**src/hw/rtl/elv_pkg.sv**
```systemverilog
// Shared types and constants for the elevator dispatch controller.
// No dependencies; compiled first.
package elv_pkg;

  localparam int unsigned FLOOR_COUNT_DEF = 16;
  localparam int unsigned START_LEVEL_DEF = 1;

  localparam int unsigned FLOOR_W = 5;
  localparam int unsigned DIR_W   = 2;
  localparam int unsigned OP_W    = 2;

  localparam logic [OP_W-1:0] OP_CALL   = 2'd0;
  localparam logic [OP_W-1:0] OP_ARRIVE = 2'd1;
  localparam logic [OP_W-1:0] OP_PASS   = 2'd2;

  localparam logic [DIR_W-1:0] DIR_STAND = 2'd0;
  localparam logic [DIR_W-1:0] DIR_UP    = 2'd1;
  localparam logic [DIR_W-1:0] DIR_DOWN  = 2'd2;

  typedef enum logic [2:0] {
    ST_IDLE,
    ST_EXEC,
    ST_SCAN_TGT,
    ST_SCAN_NXT,
    ST_EMIT
  } state_t;

  // Broadcast from the controller to every floor cell.
  typedef struct packed {
    logic               pend_set;
    logic               pend_clr;
    logic [FLOOR_W-1:0] pend_floor;
    logic               tok_load;
    logic [FLOOR_W-1:0] tok_floor;
    logic               tok_step;
    logic               tok_up;
  } cell_ctl_t;

endpackage

```
**src/hw/rtl/elv_ifs.sv**
```systemverilog
// Valid/ready channel interfaces for floor events and car commands.
// Depends on elv_pkg for field widths.
interface elv_in_if;
  logic                       valid;
  logic                       ready;
  logic [elv_pkg::OP_W-1:0]    opcode;
  logic [elv_pkg::FLOOR_W-1:0] floor;

  modport source (output valid, output opcode, output floor, input ready);
  modport sink   (input valid, input opcode, input floor, output ready);
endinterface

interface elv_out_if;
  logic                       valid;
  logic                       ready;
  logic [elv_pkg::FLOOR_W-1:0] target_floor;
  logic [elv_pkg::DIR_W-1:0]   move_direction;

  modport source (output valid, output target_floor, output move_direction, input ready);
  modport sink   (input valid, input target_floor, input move_direction, output ready);
endinterface

```
**src/hw/rtl/elv_cell.sv**
```systemverilog
// One floor cell: holds the floor's pending request bit and a scan token
// that moves one cell per cycle while the controller steps it. Depends on elv_pkg.
module elv_cell #(
  parameter int unsigned CELL_FLOOR = 1
) (
  input  logic               clk,
  input  logic               rst_n,
  input  elv_pkg::cell_ctl_t ctl,
  input  logic               tok_below,
  input  logic               tok_above,
  output logic               tok,
  output logic               hit
);
  import elv_pkg::*;

  localparam logic [FLOOR_W-1:0] MY_FLOOR = FLOOR_W'(CELL_FLOOR);

  logic pend_r, pend_nxt;
  logic tok_r, tok_nxt;

  always_comb begin
    pend_nxt = pend_r;
    if (ctl.pend_set && ctl.pend_floor == MY_FLOOR) begin
      pend_nxt = 1'b1;
    end else if (ctl.pend_clr && ctl.pend_floor == MY_FLOOR) begin
      pend_nxt = 1'b0;
    end
  end

  always_comb begin
    tok_nxt = tok_r;
    if (ctl.tok_load) begin
      tok_nxt = (ctl.tok_floor == MY_FLOOR);
    end else if (ctl.tok_step) begin
      tok_nxt = ctl.tok_up ? tok_below : tok_above;
    end
  end

  always_ff @(posedge clk) begin
    if (!rst_n) begin
      pend_r <= 1'b0;
      tok_r  <= 1'b0;
    end else begin
      pend_r <= pend_nxt;
      tok_r  <= tok_nxt;
    end
  end

  assign tok = tok_r;
  assign hit = tok_r & pend_r;

endmodule

```
**src/hw/rtl/elv_ctrl.sv**
```systemverilog
// Dispatch sequencer: decodes floor events, runs token scans over the cell
// row and registers car commands. Depends on elv_pkg and elv_ifs.
module elv_ctrl #(
  parameter int unsigned FLOOR_COUNT = elv_pkg::FLOOR_COUNT_DEF,
  parameter int unsigned START_LEVEL = elv_pkg::START_LEVEL_DEF
) (
  input  logic                clk,
  input  logic                rst_n,
  elv_in_if.sink              in_ch,
  elv_out_if.source           out_ch,
  input  logic                hit_any,
  output elv_pkg::cell_ctl_t  ctl
);
  import elv_pkg::*;

  localparam logic [FLOOR_W-1:0] FC       = FLOOR_W'(FLOOR_COUNT);
  localparam logic [FLOOR_W-1:0] START_FL = FLOOR_W'(START_LEVEL);
  localparam logic [FLOOR_W-1:0] FL_ONE   = FLOOR_W'(1);
  localparam logic [FLOOR_W-1:0] FL_NONE  = '0;

  state_t             state_r, state_nxt;
  logic [OP_W-1:0]    op_r, op_nxt;
  logic [FLOOR_W-1:0] fl_r, fl_nxt;
  logic [FLOOR_W-1:0] car_r, car_nxt;
  logic [FLOOR_W-1:0] final_r, final_nxt;
  logic [DIR_W-1:0]   heading_r, heading_nxt;
  logic               busy_r, busy_nxt;
  logic [FLOOR_W-1:0] pos_r, pos_nxt;
  logic               scan_up_r, scan_up_nxt;
  logic [FLOOR_W-1:0] res_floor_r, res_floor_nxt;
  logic [DIR_W-1:0]   res_dir_r, res_dir_nxt;
  logic               out_valid_r, out_valid_nxt;
  logic [FLOOR_W-1:0] out_floor_r, out_floor_nxt;
  logic [DIR_W-1:0]   out_dir_r, out_dir_nxt;

  logic fl_ok;
  logic scan_end;
  logic out_free;
  logic [FLOOR_W-1:0] tgt;
  logic [DIR_W-1:0]   hd;

  assign fl_ok    = (fl_r != FL_NONE) && (fl_r <= FC);
  assign scan_end = (pos_r == (scan_up_r ? FC : FL_ONE));
  assign out_free = !out_valid_r || out_ch.ready;

  assign in_ch.ready           = (state_r == ST_IDLE);
  assign out_ch.valid          = out_valid_r;
  assign out_ch.target_floor   = out_floor_r;
  assign out_ch.move_direction = out_dir_r;

  // next state
  always_comb begin
    state_nxt = state_r;
    case (state_r)
      ST_IDLE: begin
        if (in_ch.valid) state_nxt = ST_EXEC;
      end
      ST_EXEC: begin
        state_nxt = ST_IDLE;
        if (fl_ok) begin
          case (op_r)
            OP_CALL:   state_nxt = ST_EMIT;
            OP_ARRIVE: begin
              if (busy_r) state_nxt = (fl_r == final_r) ? ST_SCAN_TGT : ST_SCAN_NXT;
            end
            default:   state_nxt = ST_IDLE;
          endcase
        end
      end
      ST_SCAN_TGT: begin
        if (hit_any || scan_end) state_nxt = ST_SCAN_NXT;
      end
      ST_SCAN_NXT: begin
        if (hit_any) state_nxt = ST_EMIT;
        else if (scan_end) state_nxt = ST_IDLE;
      end
      ST_EMIT: begin
        if (out_free) state_nxt = ST_IDLE;
      end
      default: state_nxt = ST_IDLE;
    endcase
  end

  // datapath and cell control
  always_comb begin
    op_nxt        = op_r;
    fl_nxt        = fl_r;
    car_nxt       = car_r;
    final_nxt     = final_r;
    heading_nxt   = heading_r;
    busy_nxt      = busy_r;
    pos_nxt       = pos_r;
    scan_up_nxt   = scan_up_r;
    res_floor_nxt = res_floor_r;
    res_dir_nxt   = res_dir_r;
    out_valid_nxt = out_valid_r;
    out_floor_nxt = out_floor_r;
    out_dir_nxt   = out_dir_r;
    ctl           = '0;
    tgt           = FL_NONE;
    hd            = heading_r;

    if (out_valid_r && out_ch.ready) out_valid_nxt = 1'b0;

    case (state_r)
      ST_IDLE: begin
        if (in_ch.valid) begin
          op_nxt = in_ch.opcode;
          fl_nxt = in_ch.floor;
        end
      end
      ST_EXEC: begin
        if (fl_ok) begin
          case (op_r)
            OP_CALL: begin
              busy_nxt       = 1'b1;
              ctl.pend_set   = 1'b1;
              ctl.pend_floor = fl_r;
              if (final_r == FL_NONE) begin
                final_nxt = fl_r;
                hd        = (car_r > fl_r) ? DIR_DOWN : DIR_UP;
              end else if (heading_r == DIR_UP && fl_r > final_r) begin
                final_nxt = fl_r;
              end else if (heading_r == DIR_DOWN && fl_r < final_r) begin
                final_nxt = fl_r;
              end
              heading_nxt   = hd;
              res_floor_nxt = fl_r;
              res_dir_nxt   = hd;
            end
            OP_ARRIVE: begin
              if (busy_r) begin
                car_nxt        = fl_r;
                ctl.pend_clr   = 1'b1;
                ctl.pend_floor = fl_r;
                ctl.tok_load   = 1'b1;
                if (fl_r == final_r) begin
                  // retarget: highest pending when going up, else lowest
                  scan_up_nxt   = (heading_r != DIR_UP);
                  pos_nxt       = (heading_r != DIR_UP) ? FL_ONE : FC;
                  ctl.tok_floor = (heading_r != DIR_UP) ? FL_ONE : FC;
                end else begin
                  scan_up_nxt   = (final_r > fl_r);
                  pos_nxt       = fl_r;
                  ctl.tok_floor = fl_r;
                end
              end
            end
            OP_PASS: car_nxt = fl_r;
            default: ;
          endcase
        end
      end
      ST_SCAN_TGT: begin
        if (hit_any || scan_end) begin
          tgt           = hit_any ? pos_r : FL_NONE;
          final_nxt     = tgt;
          scan_up_nxt   = (tgt > car_r);
          pos_nxt       = car_r;
          ctl.tok_load  = 1'b1;
          ctl.tok_floor = car_r;
        end else begin
          ctl.tok_step = 1'b1;
          ctl.tok_up   = scan_up_r;
          pos_nxt      = scan_up_r ? pos_r + FL_ONE : pos_r - FL_ONE;
        end
      end
      ST_SCAN_NXT: begin
        if (hit_any) begin
          hd            = (car_r > final_r) ? DIR_DOWN : DIR_UP;
          heading_nxt   = hd;
          res_floor_nxt = pos_r;
          res_dir_nxt   = hd;
        end else if (scan_end) begin
          busy_nxt = 1'b0;
        end else begin
          ctl.tok_step = 1'b1;
          ctl.tok_up   = scan_up_r;
          pos_nxt      = scan_up_r ? pos_r + FL_ONE : pos_r - FL_ONE;
        end
      end
      ST_EMIT: begin
        if (out_free) begin
          out_valid_nxt = 1'b1;
          out_floor_nxt = res_floor_r;
          out_dir_nxt   = res_dir_r;
        end
      end
      default: ;
    endcase
  end

  always_ff @(posedge clk) begin
    if (!rst_n) begin
      state_r     <= ST_IDLE;
      car_r       <= START_FL;
      final_r     <= FL_NONE;
      heading_r   <= DIR_STAND;
      busy_r      <= 1'b0;
      out_valid_r <= 1'b0;
    end else begin
      state_r     <= state_nxt;
      car_r       <= car_nxt;
      final_r     <= final_nxt;
      heading_r   <= heading_nxt;
      busy_r      <= busy_nxt;
      out_valid_r <= out_valid_nxt;
    end
  end

  always_ff @(posedge clk) begin
    op_r        <= op_nxt;
    fl_r        <= fl_nxt;
    pos_r       <= pos_nxt;
    scan_up_r   <= scan_up_nxt;
    res_floor_r <= res_floor_nxt;
    res_dir_r   <= res_dir_nxt;
    out_floor_r <= out_floor_nxt;
    out_dir_r   <= out_dir_nxt;
  end

endmodule

```
**src/hw/rtl/elevator_dispatch_controller.sv**
```systemverilog
// Events: a call sets its floor's request and queues its command; an arrival
// while busy at the destination runs a retarget scan, then a nearest-request
// scan, the token walking cell by cell; other such arrivals run only the latter.
// Throughput: one event at a time; the next beat is taken once the command is
// in the output register or the event ends. Synchronous active-low reset:
// requests clear, car at START_LEVEL, no destination, standing, free.
module elevator_dispatch_controller #(
  parameter int unsigned FLOOR_COUNT = elv_pkg::FLOOR_COUNT_DEF,
  parameter int unsigned START_LEVEL = elv_pkg::START_LEVEL_DEF
) (
  input  logic      clk,
  input  logic      rst_n,
  elv_in_if.sink    in_ch,
  elv_out_if.source out_ch
);
  import elv_pkg::*;

  cell_ctl_t              ctl;
  logic [FLOOR_COUNT+1:0] tok_pad;
  logic [FLOOR_COUNT-1:0] hit_vec;
  logic                   hit_any;

  assign tok_pad[0]             = 1'b0;
  assign tok_pad[FLOOR_COUNT+1] = 1'b0;
  assign hit_any                = |hit_vec;

  elv_ctrl #(
    .FLOOR_COUNT(FLOOR_COUNT),
    .START_LEVEL(START_LEVEL)
  ) u_ctrl (
    .clk    (clk),
    .rst_n  (rst_n),
    .in_ch  (in_ch),
    .out_ch (out_ch),
    .hit_any(hit_any),
    .ctl    (ctl)
  );

  for (genvar i = 0; i < FLOOR_COUNT; i++) begin : g_cell
    elv_cell #(
      .CELL_FLOOR(i + 1)
    ) u_cell (
      .clk      (clk),
      .rst_n    (rst_n),
      .ctl      (ctl),
      .tok_below(tok_pad[i]),
      .tok_above(tok_pad[i+2]),
      .tok      (tok_pad[i+1]),
      .hit      (hit_vec[i])
    );
  end

endmodule

```
**src/flat_wrapper.sv**
```systemverilog
// flat-port wrapper written by rule: the top's interface ports become plain ports
module elevator_dispatch_controller_flat import elv_pkg::*;
#(
  parameter int unsigned FLOOR_COUNT = elv_pkg::FLOOR_COUNT_DEF,
  parameter int unsigned START_LEVEL = elv_pkg::START_LEVEL_DEF
)
  (clk, rst_n, in_ch_valid, in_ch_opcode, in_ch_floor, in_ch_ready, out_ch_valid, out_ch_target_floor, out_ch_move_direction, out_ch_ready);
  elv_in_if in_ch_i ();
  elv_out_if out_ch_i ();
  input  logic clk;
  input  logic rst_n;
  input wire logic [$bits(in_ch_i.valid)-1:0] in_ch_valid;
  input wire logic [$bits(in_ch_i.opcode)-1:0] in_ch_opcode;
  input wire logic [$bits(in_ch_i.floor)-1:0] in_ch_floor;
  output wire logic [$bits(in_ch_i.ready)-1:0] in_ch_ready;
  output wire logic [$bits(out_ch_i.valid)-1:0] out_ch_valid;
  output wire logic [$bits(out_ch_i.target_floor)-1:0] out_ch_target_floor;
  output wire logic [$bits(out_ch_i.move_direction)-1:0] out_ch_move_direction;
  input wire logic [$bits(out_ch_i.ready)-1:0] out_ch_ready;
  assign in_ch_i.valid = in_ch_valid;
  assign in_ch_i.opcode = in_ch_opcode;
  assign in_ch_i.floor = in_ch_floor;
  assign in_ch_ready = in_ch_i.ready;
  assign out_ch_valid = out_ch_i.valid;
  assign out_ch_target_floor = out_ch_i.target_floor;
  assign out_ch_move_direction = out_ch_i.move_direction;
  assign out_ch_i.ready = out_ch_ready;
  elevator_dispatch_controller #(.FLOOR_COUNT(FLOOR_COUNT), .START_LEVEL(START_LEVEL)) u_core (.clk(clk), .rst_n(rst_n), .in_ch(in_ch_i), .out_ch(out_ch_i));
endmodule
```
**config.mk**
```make
export PLATFORM = sky130hd
export DESIGN_NAME = elevator_dispatch_controller_flat
export DESIGN_NICKNAME = d
export VERILOG_FILES = /design/src/hw/rtl/elv_pkg.sv /design/src/hw/rtl/elv_ifs.sv /design/src/hw/rtl/elv_cell.sv /design/src/hw/rtl/elv_ctrl.sv /design/src/hw/rtl/elevator_dispatch_controller.sv /design/src/flat_wrapper.sv
export SDC_FILE = /design/constraint.sdc
export NUM_CORES = 1
export LEC_CHECK = 0
export BUFFER_PORTS_ARGS = -buffer_cell sky130_fd_sc_hd__clkbuf_2
export CAP_MARGIN = 20
export CORE_AREA = 2 2 132 121
export DETAILED_ROUTE_END_ITERATION = 8
export DIE_AREA = 0 0 134 123
export SYNTH_ARGS = -nofsm -noshare
export SYNTH_HDL_FRONTEND = slang
export SYNTH_SLANG_ARGS = --single-unit
```
**constraint.sdc**
```tcl
create_clock -name clk -period 8.4 [get_ports clk]
set_clock_uncertainty 0.1 [all_clocks]
set_input_delay 0.42 -clock clk [delete_from_list [all_inputs] [get_ports clk]]
set_output_delay 0.42 -clock clk [all_outputs]
set_load 0.01 [all_outputs]
```
==> summary.md, run 1 <==
| Metric | Value |
|---|---|
| Sequential share of power | between 40% and 50% |
| TritonRoute pass-1 iters | 5 |
| DR iter-0 viols | about 300 |
| Total power divided by cell area | 170 nW/um2 |
| ANT nets after route | 0 |
| Worst Path Arrival | 3.87 ns |
| Clk slew on worst S/H paths | ~0.060 ns |
| Worst slew margin | 28.9% |
| Sequential-to-total area share from yosys stat | 40.2% |
| Core ar. | around 15000 um2 |
| CTS Buf Count | 9 |
| Psw | 203 uW |
| Post-Syn Area | roughly 4500 um2 |
| Met3 wire length | 792 um |
| CTS sink count | 76 |
| Critical Path Fanout Max | 9 |
| Via count | about 4000 |
| Die H | 123 um |
| Worst Setup Path Type | reg2reg |
| Unique masters post-synth | 72 |
| IO Count | 20 |
| Status | complete, no violations |
| Pleak | 1.82 nW |
| Number of synthesized flops with an enable pin | 27 |
| Sequential cell area | 1790 um2 |
| Period utilization | 44.1% |
| PortBufs | 19 |
| Count leader, synth | nand2_1 |
| Metal-1 WL | 5980 um |
| Synth async-reset ratio | 0% |
| Synth top cells by count | 63 x nand2_1, 50 x a21oi_1, 49 x dfxtp_1, 44 x o21ai_0, 31 x nor2_1 |
| Total chip power | 848 uW |
| Slew Viols, Final | 0 |
| Die area | approximately 16000 um2 |
| Max clock buf depth | 2 |
| Multi-input logic area | roughly 2500 um2 |
| Worst hold path type | in2reg |
| H-tree lvl count | 3 |
| Synth warnings | 0 |
| N_diodes | 0 |
| Root buffer cell | clkbuf_16 |
| Commonest register cell after synthesis | dfxtp_1 |
| Flops & latches, synth | 76 |
| Synth-to-Final Area Change | 12.1% |
| Filler instances | between 1500 and 2000 |
| Synth Instances | slightly above 500 |
| Chip width | 134 um |
| Syn nets | 542 |
| Switching fraction of total power | 23.9% |
| Logic pwr share | 6.7% |
| Layout cell share with drive strength beyond 1 | 11.0% |
| Finish-stage setup viols | 0 |
| CP startpoint kind | register |
| Met2 Routed Length | 5640 um |
| Initial core utilization | 29.5% |
| DR top layer | met4 |
| Final Cell Area | 5000 um2 |
| Drt drc | 0 |
| CTS tree | yes |
| RSZ-0062 raised after global routing | no |
| DP HPWL | ~9200 um |
| Nets@finish | 546 |
| Critical Path RT | ~8.6 ns |
| Cell Rows | 43 |
| Top-area cell type share of the netlist area | 22.0% |
| WL per Instance | 17.7 um |
| Total Wirelength | 12700 um |
| Min cycle time layout | 3.70 ns |
| Largest net degree at the start of global routing | 33 |
| Grt ovf | 0 |
| Cell taking the most area after synthesis | dfxtp_1 |
| Dpl cell area | 4700 um2 |
| All-Layer GR Usage | 16.4% |
| Setup Buffers After CTS | 0 |
| Maximum resistive drop on vdd | around 110 uV |
| Hold buffers post-CTS | 0 |
| Clock power frac | 45.9% |
| Tightest Pin Transition | 1.07 ns |
| Internal power | around 650 uW |
| Worst-skew pair later-pin latency | 0.34 ns |
| CTS resizes | 0 |
| Setup crit end kind | register |
| Number of antenna violations at the first check in global routing | 0 |
| FMAX | around 0.27 GHz |
| Via-per-instance ratio | 5.51 |
| First-pass GRT wire length | about 21000 um |
| Fin. Hold Viols | 0 |
| Synth top area cells | dfxtp_1 22%, edfxtp_1 18%, ha_1 6.4% |
| Setup_tns | 0 ns |
| Max cap viols | 0 |
| Gpl congestion | 0.961 |
| Number of global-route vias before repair | 3969 |
| Avg Cell Area, Syn | 8.80 um2 |
==> power groups by stage <==
stage	registers, mW	clock network [mW]	logic [mW]
global route	0.402	0.416	0.0634
CTS	0.401	0.399	0.0559
detailed placement	0.409	0	0.0557
global placement	0.409	0	0.0545
floorplan	0.400	0	0.0450
finish	0.402	0.389	0.0567
==> layout make-up <==
| type | count | area share, % |
|---|---|---|
| Multi-Input combinational cell | 380 | 49.2 |
| Sequential cell | 76 | 35.8 |
| Clock buffer | 13 | 5.63 |
| Tap cell | 202 | 5.05 |
| Timing Repair Buffer | 20 | 2.05 |
| Inverter | 24 | 1.80 |
| Clock inverter | 3 | 0.475 |
==> layer usage <==
metal	vias to the layer above	global-route usage (%)
li1	1881	-
met1	1896	22.3
met2	148	25.6
met3	29	3.49
met4	0	6.65
met5	-	0
==> final timing paths <==
kind | startpoint | end | slack [ns] | cells past startpoint
worst min-delay path | in_ch_floor[3] | u_core.u_ctrl.fl_r[3] | 0.15 | 1
worst max-delay path | u_core.u_ctrl.fl_r[2] | u_core.g_cell[7].u_cell.tok | 4.70 | 9
worst max register to register | u_core.u_ctrl.fl_r[2] | u_core.g_cell[7].u_cell.tok | 4.70 | 9
worst min register to register | u_core.u_ctrl.res_floor_r[4] | u_core.u_ctrl.out_ch.target_floor[4] | 0.32 | 0
==> registers in the layout (all words and copies together) (netlist names), 3 cells and up <==
| name | cells |
|---|---|
| u_core.u_ctrl.out_ch.target_floor | 5 |
| u_core.u_ctrl.final_r | 5 |
| u_core.g_cell.u_cell.tok | 16 |
| u_core.u_ctrl.res_floor_r | 5 |
| u_core.u_ctrl.car_r | 5 |
| u_core.u_ctrl.state_r | 3 |
| u_core.u_ctrl.pos_r | 5 |
| u_core.u_ctrl.fl_r | 5 |
| u_core.g_cell.u_cell.pend_r | 16 |
==> kinds of logic after synthesis <==
family	count (synthesis)	share of synthesized area (%)
xor gates and xnor gates	5	0.982
AOI/OAI and AO/OA	172	25.4
adders and majority gates	24	6.90
DFF	76	40.2
buffers and inverters	51	4.71
and+or+nand+nor	172	20.2
muxes	7	1.68
==> through the flow <==
| step | setup slack [ns] | hold WS (ns) | utilization [%] | std cells |
|---|---|---|---|---|
| 2_1_floorplan | 5.63 | 0.300 | - | 507 |
| 3_3_place_gp | 4.77 | 0.303 | 31.1 | 702 |
| 3_5_place_dp | 4.76 | 0.306 | 31.1 | 702 |
| 4_1_cts | 4.74 | 0.145 | 33.1 | 718 |
| 5_1_grt | 4.33 | 0.147 | 33.1 | 718 |
| 6_report | 4.70 | 0.154 | 33.1 | 718 |
==> worst max-delay path, stage by stage, from the launching register on <==
cell and delay (ns):
edfxtp_1 0.65, clkinv_1 0.52, ha_1 0.47, nand3_1 0.12
nor3_1 0.56, nor4_2 0.15, a41o_1 0.26, nor4_1 0.49
nand2_1 0.14, a21oi_1 0.17
==> cells in the final DEF, fill, tap and decap left out, types with 13 or more instances in the layout <==
master and n:
ha_1 23, nand2_1 63, o21ai_0 44, clkbuf_2 19, nand3_1 18, dfxtp_1 49, nor2_1 31, edfxtp_1 27
a221oi_1 13, a21oi_1 50, inv_1 22
Power figures use the tool's default switching activity.
==> run 2: changes to the inputs <==
- clock period: 8.4 -> 3.3 ns (I/O delays scaled with it)
==> run 2 against run 1 <==
Compared with the run above:
- worst setup slack lost 4.4 ns
- critical endpoint unchanged
- critical path depth increased by 1
- non-clock buffer count increased by 22
- first-iteration DRC count fell by 6.4%
- largest cell class unchanged
- design area increased by 3.5%
- die area did not move
- routed wire length rose by 1.2%
- worst hold slack worse by 0.12 ns
==> summary.md, run 2 (synthesized netlist as in run 1, its figures left out) <==
| Metric | Value |
|---|---|
| Setup crit end kind | register (unchanged) |
| Number of antenna violations at the first check in global routing | 0 (unchanged) |
| TritonRoute pass-1 iters | 5 (unchanged) |
| Most frequent cells in the layout | 63 x nand2_1, 50 x a21oi_1, 49 x dfxtp_1 (unchanged) |
| Setup crit end | u_core.g_cell[7].u_cell.tok (unchanged) |
| Grt ovf | 0 (unchanged) |
| ANT nets after route | 0 (unchanged) |
| Die H | 123 um (unchanged) |
| Psw | 505 uW (was 203 uW) |
| Worst slew margin | 31.8% (was 28.9%) |
| Critical Path RT | 3.47 ns (was 8.57 ns) |
| RR Startpoint | u_core.u_ctrl.fl_r[4] (was u_core.u_ctrl.fl_r[2]) |
| Worst-skew pair later-pin latency | 0.34 ns (about the same) |
| CP max stage cell | nor3_1 (was edfxtp_1) |
| Setup Buffers After CTS | 0 (unchanged) |
| Fin. Hold Viols | 0 (unchanged) |
| Reg2reg setup slack | 0.32 ns (was 4.70 ns) |
| Min-delay src | out_ch_ready (was in_ch_floor[3]) |
| Chip width | 134 um (unchanged) |
| Drt drc | 0 (unchanged) |
| Root buffer cell | clkbuf_16 (unchanged) |
| Via count | 4037 (was 3954) |
| Setup_tns | 0 ns (unchanged) |
| Layout cell share with drive strength beyond 1 | 13.2% (was 11.0%) |
| RSZ-0062 raised after global routing | no (unchanged) |
| Crit path launch | u_core.u_ctrl.fl_r[4] (was u_core.u_ctrl.fl_r[2]) |
| All-Layer GR Usage | 16.3% (was 16.4%) |
| Cell Rows | 43 (unchanged) |
| Worst Path Arrival | 3.16 ns (was 3.87 ns) |
| Tightest Pin Transition | 1.02 ns (was 1.07 ns) |
| Core ar. | 15100 um2 (unchanged) |
| H-tree lvl count | 3 (unchanged) |
| Total Wirelength | 12900 um (was 12700 um) |
| Sequential share of power | 46.9% (was 47.4%) |
| Number of global-route vias before repair | 3956 (was 3969) |
| Hold buffers post-CTS | 7 (was 0) |
| Pleak | 1.92 nW (was 1.82 nW) |
| N_diodes | 0 (unchanged) |
| Worst reg2reg path endpoint | u_core.g_cell[7].u_cell.tok (unchanged) |
| First-pass GRT wire length | 21000 um (was 21100 um) |
| Filler instances | 1544 (was 1542) |
| Switching fraction of total power | 23.4% (was 23.9%) |
| Gpl congestion | 0.952 (was 0.961) |
| Critical Path Fanout Max | 8 (was 9) |
| Max clock buf depth | 2 (unchanged) |
| Worst hold path type | in2reg (unchanged) |
| Max incr delay on CP | 0.55 ns (was 0.65 ns) |
| Initial core utilization | 29.5% (unchanged) |
| Die area | 16500 um2 (unchanged) |
| DR iter-0 viols | 279 (was 298) |
| FMAX | 0.335 GHz (was 0.270 GHz) |
| Util after Layout | 34.3% (was 33.1%) |
| Via-per-instance ratio | 5.46 (was 5.51) |
| Min cycle time layout | 2.98 ns (was 3.70 ns) |
| Status | complete, no violations (unchanged) |
| CTS Buf Count | 9 (unchanged) |
| Max cap viols | 0 (unchanged) |
| Logic pwr share | 7.8% (was 6.7%) |
| CTS tree | yes (unchanged) |
| Slew Viols, Final | 0 (unchanged) |
| Internal power | 1.65 mW (was 645 uW) |
| Critical-path cell list | inv_1, ha_1, nand3_1, nor3_1, nor4_2, a41o_1, nor4_1, buf_4, nand2_1, a21oi_1 (was clkinv_1, ha_1, nand3_1, nor3_1, nor4_2, a41o_1, nor4_1, nand2_1, a21oi_1) |
| Worst Setup Path Type | reg2reg (unchanged) |
| CTS resizes | 0 (unchanged) |
| Synth-to-Final Area Change | 16.1% (was 12.1%) |
| Period utilization | 90.4% (was 44.1%) |
| IO Count | 20 (unchanged) |
| Largest net degree at the start of global routing | 33 (unchanged) |
| DP HPWL | 9810 um (was 9220 um) |
| PortBufs | 19 (unchanged) |
| WL per Instance | 17.4 um (was 17.7 um) |
| Clock power frac | 45.3% (was 45.9%) |
| CTS sink count | 76 (unchanged) |
| Most common cell after layout, fill and taps aside | nand2_1 (unchanged) |
| Nets@finish | 568 (was 546) |
| Total power divided by cell area | 417 nW/um2 (was 170 nW/um2) |
| Maximum resistive drop on vdd | 257 uV (was 107 uV) |
| Finish-stage setup viols | 0 (unchanged) |
| Worst Reg-to-Reg Cells | 10 (was 9) |
| CP startpoint kind | register (unchanged) |
| Clk slew on worst S/H paths | 0.06 ns (about the same) |
==> run 2: critical path, delay by kind of cell (launching register included) <==
kind            cells  cell delay [ns]
simple gates        5             1.11
fa+ha+maj           1             0.35
compound gates      2             0.41
flops               1             0.54
buf+inv             2             0.40
==> run 2: stage by stage <==
step	instance area (um2)	setup WS, ns	power, mW	instances	hold slack [ns]
finish	5180	0.317	2.16	740	0.0369
global route	5180	0.181	2.24	740	0.134
CTS	5180	0.393	2.17	740	0.0330
detailed placement	4810	0.412	1.19	717	0.244
global placement	4810	0.558	1.19	717	0.249
floorplan	4460	0.534	1.13	507	0.164
==> run 2: worst min path at each step <==
stage / endpoint / slack (ns) / depth (start not counted)
final: u_core.u_ctrl.out_ch.valid / 0.04 / 4
after global placement: u_core.u_ctrl.op_r[1] / 0.25 / 1
after global routing: u_core.u_ctrl.out_ch.valid / 0.13 / 4
after CTS: u_core.u_ctrl.out_ch.valid / 0.03 / 4
after detailed placement: u_core.u_ctrl.fl_r[1] / 0.24 / 1
after floorplan: u_core.u_ctrl.fl_r[0] / 0.16 / 0
==> run 2: area by class of cell <==
type	instances	area (um2)	share of cell area, %
inverter	24	90.1	1.74
sequential	76	1790	34.6
clock buffer	13	283	5.46
clock inverter	3	16.3	0.314
tap	202	253	4.88
timing repair buffer	42	285	5.51
multi-input combinational	380	2460	47.5
==> run 2: power by group through the flow <==
stage	combinational [mW]	clock [mW]	sequential [mW]
after global routing	0.187	1.04	1.02
final	0.168	0.978	1.01
after floorplan	0.115	0	1.02
after CTS	0.165	0.994	1.01
after global placement	0.155	0	1.03
after detailed placement	0.158	0	1.03
==> run 2: routing by layer <==
| layer | part of all wire, % | track usage, % |
|---|---|---|
| met5 | 0 | 0 |
| met3 | 6.1 | 3.57 |
| met4 | 2.5 | 5.65 |
| met1 | 46 | 21.4 |
| met2 | 46 | 26.8 |
==> run 3: changes to the inputs <==
- RECOVER_POWER: not set -> 25
==> run 3 against run 2 <==
Compared with the run above:
- fmax increased by 0.25%
- design area shrank 0.31%
- clock-buffer cell count did not move
- die area unchanged
- highest routed layer unchanged
==> summary.md, run 3 (synthesized netlist as in run 1, its figures left out) <==
| Metric | Value |
|---|---|
| Total power divided by cell area | 418 nW/um2 (was 417 nW/um2) |
| DR iter-0 viols | 285 (was 279) |
| WL per Instance | 17.5 um (was 17.4 um) |
| Sequential share of power | 47.0% (was 46.9%) |
| Multi-input logic area | 2460 um2 (unchanged) |
| Fin. Hold Viols | 0 (unchanged) |
| Largest net degree at the start of global routing | 33 (unchanged) |
| Psw | 503 uW (was 505 uW) |
| TritonRoute pass-1 iters | 5 (unchanged) |
| Setup Buffers After CTS | 0 (unchanged) |
| Filler instances | 1547 (was 1544) |
| Critical Path RT | 3.47 ns (about the same) |
| Grt ovf | 0 (unchanged) |
| Core ar. | 15100 um2 (unchanged) |
| Min-delay src | out_ch_ready (unchanged) |
| Die H | 123 um (unchanged) |
| PortBufs | 19 (unchanged) |
| Drt drc | 0 (unchanged) |
| Max cap viols | 0 (unchanged) |
| Critical-path cell list | inv_1, ha_1, nand3_1, nor3_1, nor4_2, a41o_1, nor4_1, buf_4, nand2_1, a21oi_1 (unchanged) |
| CTS tree | yes (unchanged) |
| Critical path's top delay family | simple AND/OR/NAND/NOR gates (unchanged) |
| FMAX | 0.336 GHz (was 0.335 GHz) |
| Worst Setup Path Type | reg2reg (unchanged) |
| CTS resizes | 0 (unchanged) |
| IO Count | 20 (unchanged) |
| CTS Buf Count | 9 (unchanged) |
| Worst reg2reg path endpoint | u_core.g_cell[7].u_cell.tok (unchanged) |
| RR Startpoint | u_core.u_ctrl.fl_r[4] (unchanged) |
| Setup crit end kind | register (unchanged) |
| CTS sink count | 76 (unchanged) |
| Max incr delay on CP | 0.55 ns (about the same) |
| Final Cell Area | 5160 um2 (was 5180 um2) |
| All-Layer GR Usage | 16.3% (unchanged) |
| Crit path buf inv count | 2 (unchanged) |
| Via-per-instance ratio | 5.44 (was 5.46) |
| Sequential cell area | 1790 um2 (unchanged) |
| Clk slew on worst S/H paths | 0.06 ns (about the same) |
| Period utilization | 90.2% (was 90.4%) |
| Number of global-route vias before repair | 3956 (unchanged) |
| Most common cell after layout, fill and taps aside | nand2_1 (unchanged) |
| Reg2reg setup slack | 0.32 ns (about the same) |
| Layout cell share with drive strength beyond 1 | 11.2% (was 13.2%) |
| Worst hold path type | in2reg (unchanged) |
| Dpl cell area | 4810 um2 (unchanged) |
| Internal power | 1.65 mW (about the same) |
| Setup_tns | 0 ns (unchanged) |
| CP max stage cell | nor3_1 (unchanged) |
| N_diodes | 0 (unchanged) |
| Root buffer cell | clkbuf_16 (unchanged) |
| Worst-skew pair later-pin latency | 0.34 ns (about the same) |
| Hold buffers post-CTS | 7 (unchanged) |
| Number of antenna violations at the first check in global routing | 0 (unchanged) |
| CP startpoint kind | register (unchanged) |
| Gpl congestion | 0.952 (unchanged) |
| Maximum resistive drop on vdd | 256 uV (was 257 uV) |
| Worst slew margin | 29.7% (was 31.8%) |
| Pleak | 1.89 nW (was 1.92 nW) |
| Cell Rows | 43 (unchanged) |
| Tightest Pin Transition | 1.05 ns (was 1.02 ns) |
| Hold EP | u_core.u_ctrl.out_ch.valid (unchanged) |
| DP HPWL | 9810 um (unchanged) |
| Most frequent cells in the layout | 63 x nand2_1, 50 x a21oi_1, 49 x dfxtp_1 (unchanged) |
| Switching fraction of total power | 23.3% (was 23.4%) |
| Finish-stage setup viols | 0 (unchanged) |
| Die area | 16500 um2 (unchanged) |
| Critical Path Fanout Max | 8 (unchanged) |
| Synth-to-Final Area Change | 15.7% (was 16.1%) |
| First-pass GRT wire length | 21000 um (unchanged) |
| Max clock buf depth | 2 (unchanged) |
| Worst Reg-to-Reg Cells | 10 (unchanged) |
| Clock power frac | 45.3% (about the same) |
| Worst Path Arrival | 3.14 ns (was 3.16 ns) |
| Total Wirelength | 13000 um (was 12900 um) |
| Chip width | 134 um (unchanged) |
| Status | complete, no violations (unchanged) |
| Min cycle time layout | 2.98 ns (about the same) |
| Hold path depth | 4 (unchanged) |
| Initial core utilization | 29.5% (unchanged) |
| Nets@finish | 568 (unchanged) |
| RSZ-0062 raised after global routing | no (unchanged) |
| Via count | 4024 (was 4037) |
| H-tree lvl count | 3 (unchanged) |
| Slew Viols, Final | 0 (unchanged) |
| ANT nets after route | 0 (unchanged) |
| Logic pwr share | 7.7% (was 7.8%) |
==> run 3: cell count changes in the layout (fill, tap and decap cells not counted) <==
cell,delta
and2_1,-1
buf_4,-1
clkbuf_2,-10
clkbuf_1,+11
and2_0,+1
==> run 3: routing by layer <==
| layer | part of all wire (%) | routed length, um | vias up | GRT usage (%) |
|---|---|---|---|---|
| met5 | 0 | 0 | - | 0 |
| met4 | 2.2 | 280 | 0 | 5.65 |
| met3 | 5.6 | 723 | 31 | 3.57 |
| met2 | 45 | 5880 | 146 | 26.8 |
| met1 | 47 | 6060 | 1922 | 21.4 |
| li1 | - | - | 1925 | - |
==> run 3: how the worst max path moves through the flow <==
stage	start	end	slack, ns	cells past startpoint
after floorplan	u_core.u_ctrl.fl_r[2]	u_core.g_cell[11].u_cell.tok	0.53	10
after global placement	u_core.u_ctrl.fl_r[4]	u_core.g_cell[7].u_cell.tok	0.56	10
after detailed placement	u_core.u_ctrl.fl_r[4]	u_core.g_cell[7].u_cell.tok	0.41	10
after CTS	u_core.u_ctrl.fl_r[4]	u_core.g_cell[7].u_cell.tok	0.39	10
after global routing	u_core.u_ctrl.fl_r[4]	u_core.g_cell[3].u_cell.tok	0.18	10
final	u_core.u_ctrl.fl_r[4]	u_core.g_cell[7].u_cell.tok	0.32	10
==> run 3: power groups by stage <==
stage / Sequential, mW / Clock, mW / Combinational (mW)
6_report: 1.01 / 0.976 / 0.167
5_1_grt: 1.02 / 1.04 / 0.186
4_1_cts: 1.01 / 0.994 / 0.165
3_5_place_dp: 1.03 / 0 / 0.158
3_3_place_gp: 1.03 / 0 / 0.155
2_1_floorplan: 1.02 / 0 / 0.115
==> run 3: stage by stage <==
stage	instances	worst slack, ns	total power [mW]	hold slack [ns]	utilization (%)
finish	740	0.325	2.16	0.0394	34.1
global route	740	0.179	2.24	0.134	34.1
CTS	740	0.393	2.17	0.0330	34.3
detailed placement	717	0.412	1.19	0.244	31.8
global placement	717	0.558	1.19	0.249	31.8
floorplan	507	0.534	1.13	0.164	-
==> run 3: area by class of cell <==
class / count / area share, %
Multi-Input combinational cell: 380 / 47.6
Sequential cell: 76 / 34.7
Clock buffer: 13 / 5.48
Timing Repair Buffer: 42 / 5.21
Tap cell: 202 / 4.90
Inverter: 24 / 1.75
Clock inverter: 3 / 0.315
==> run 3: worst min-delay path, cell delays in order <==
cell and delay, ns:
clkbuf_2 0.07, nor2b_1 0.05, nor2_1 0.09, nor2_1 0.05
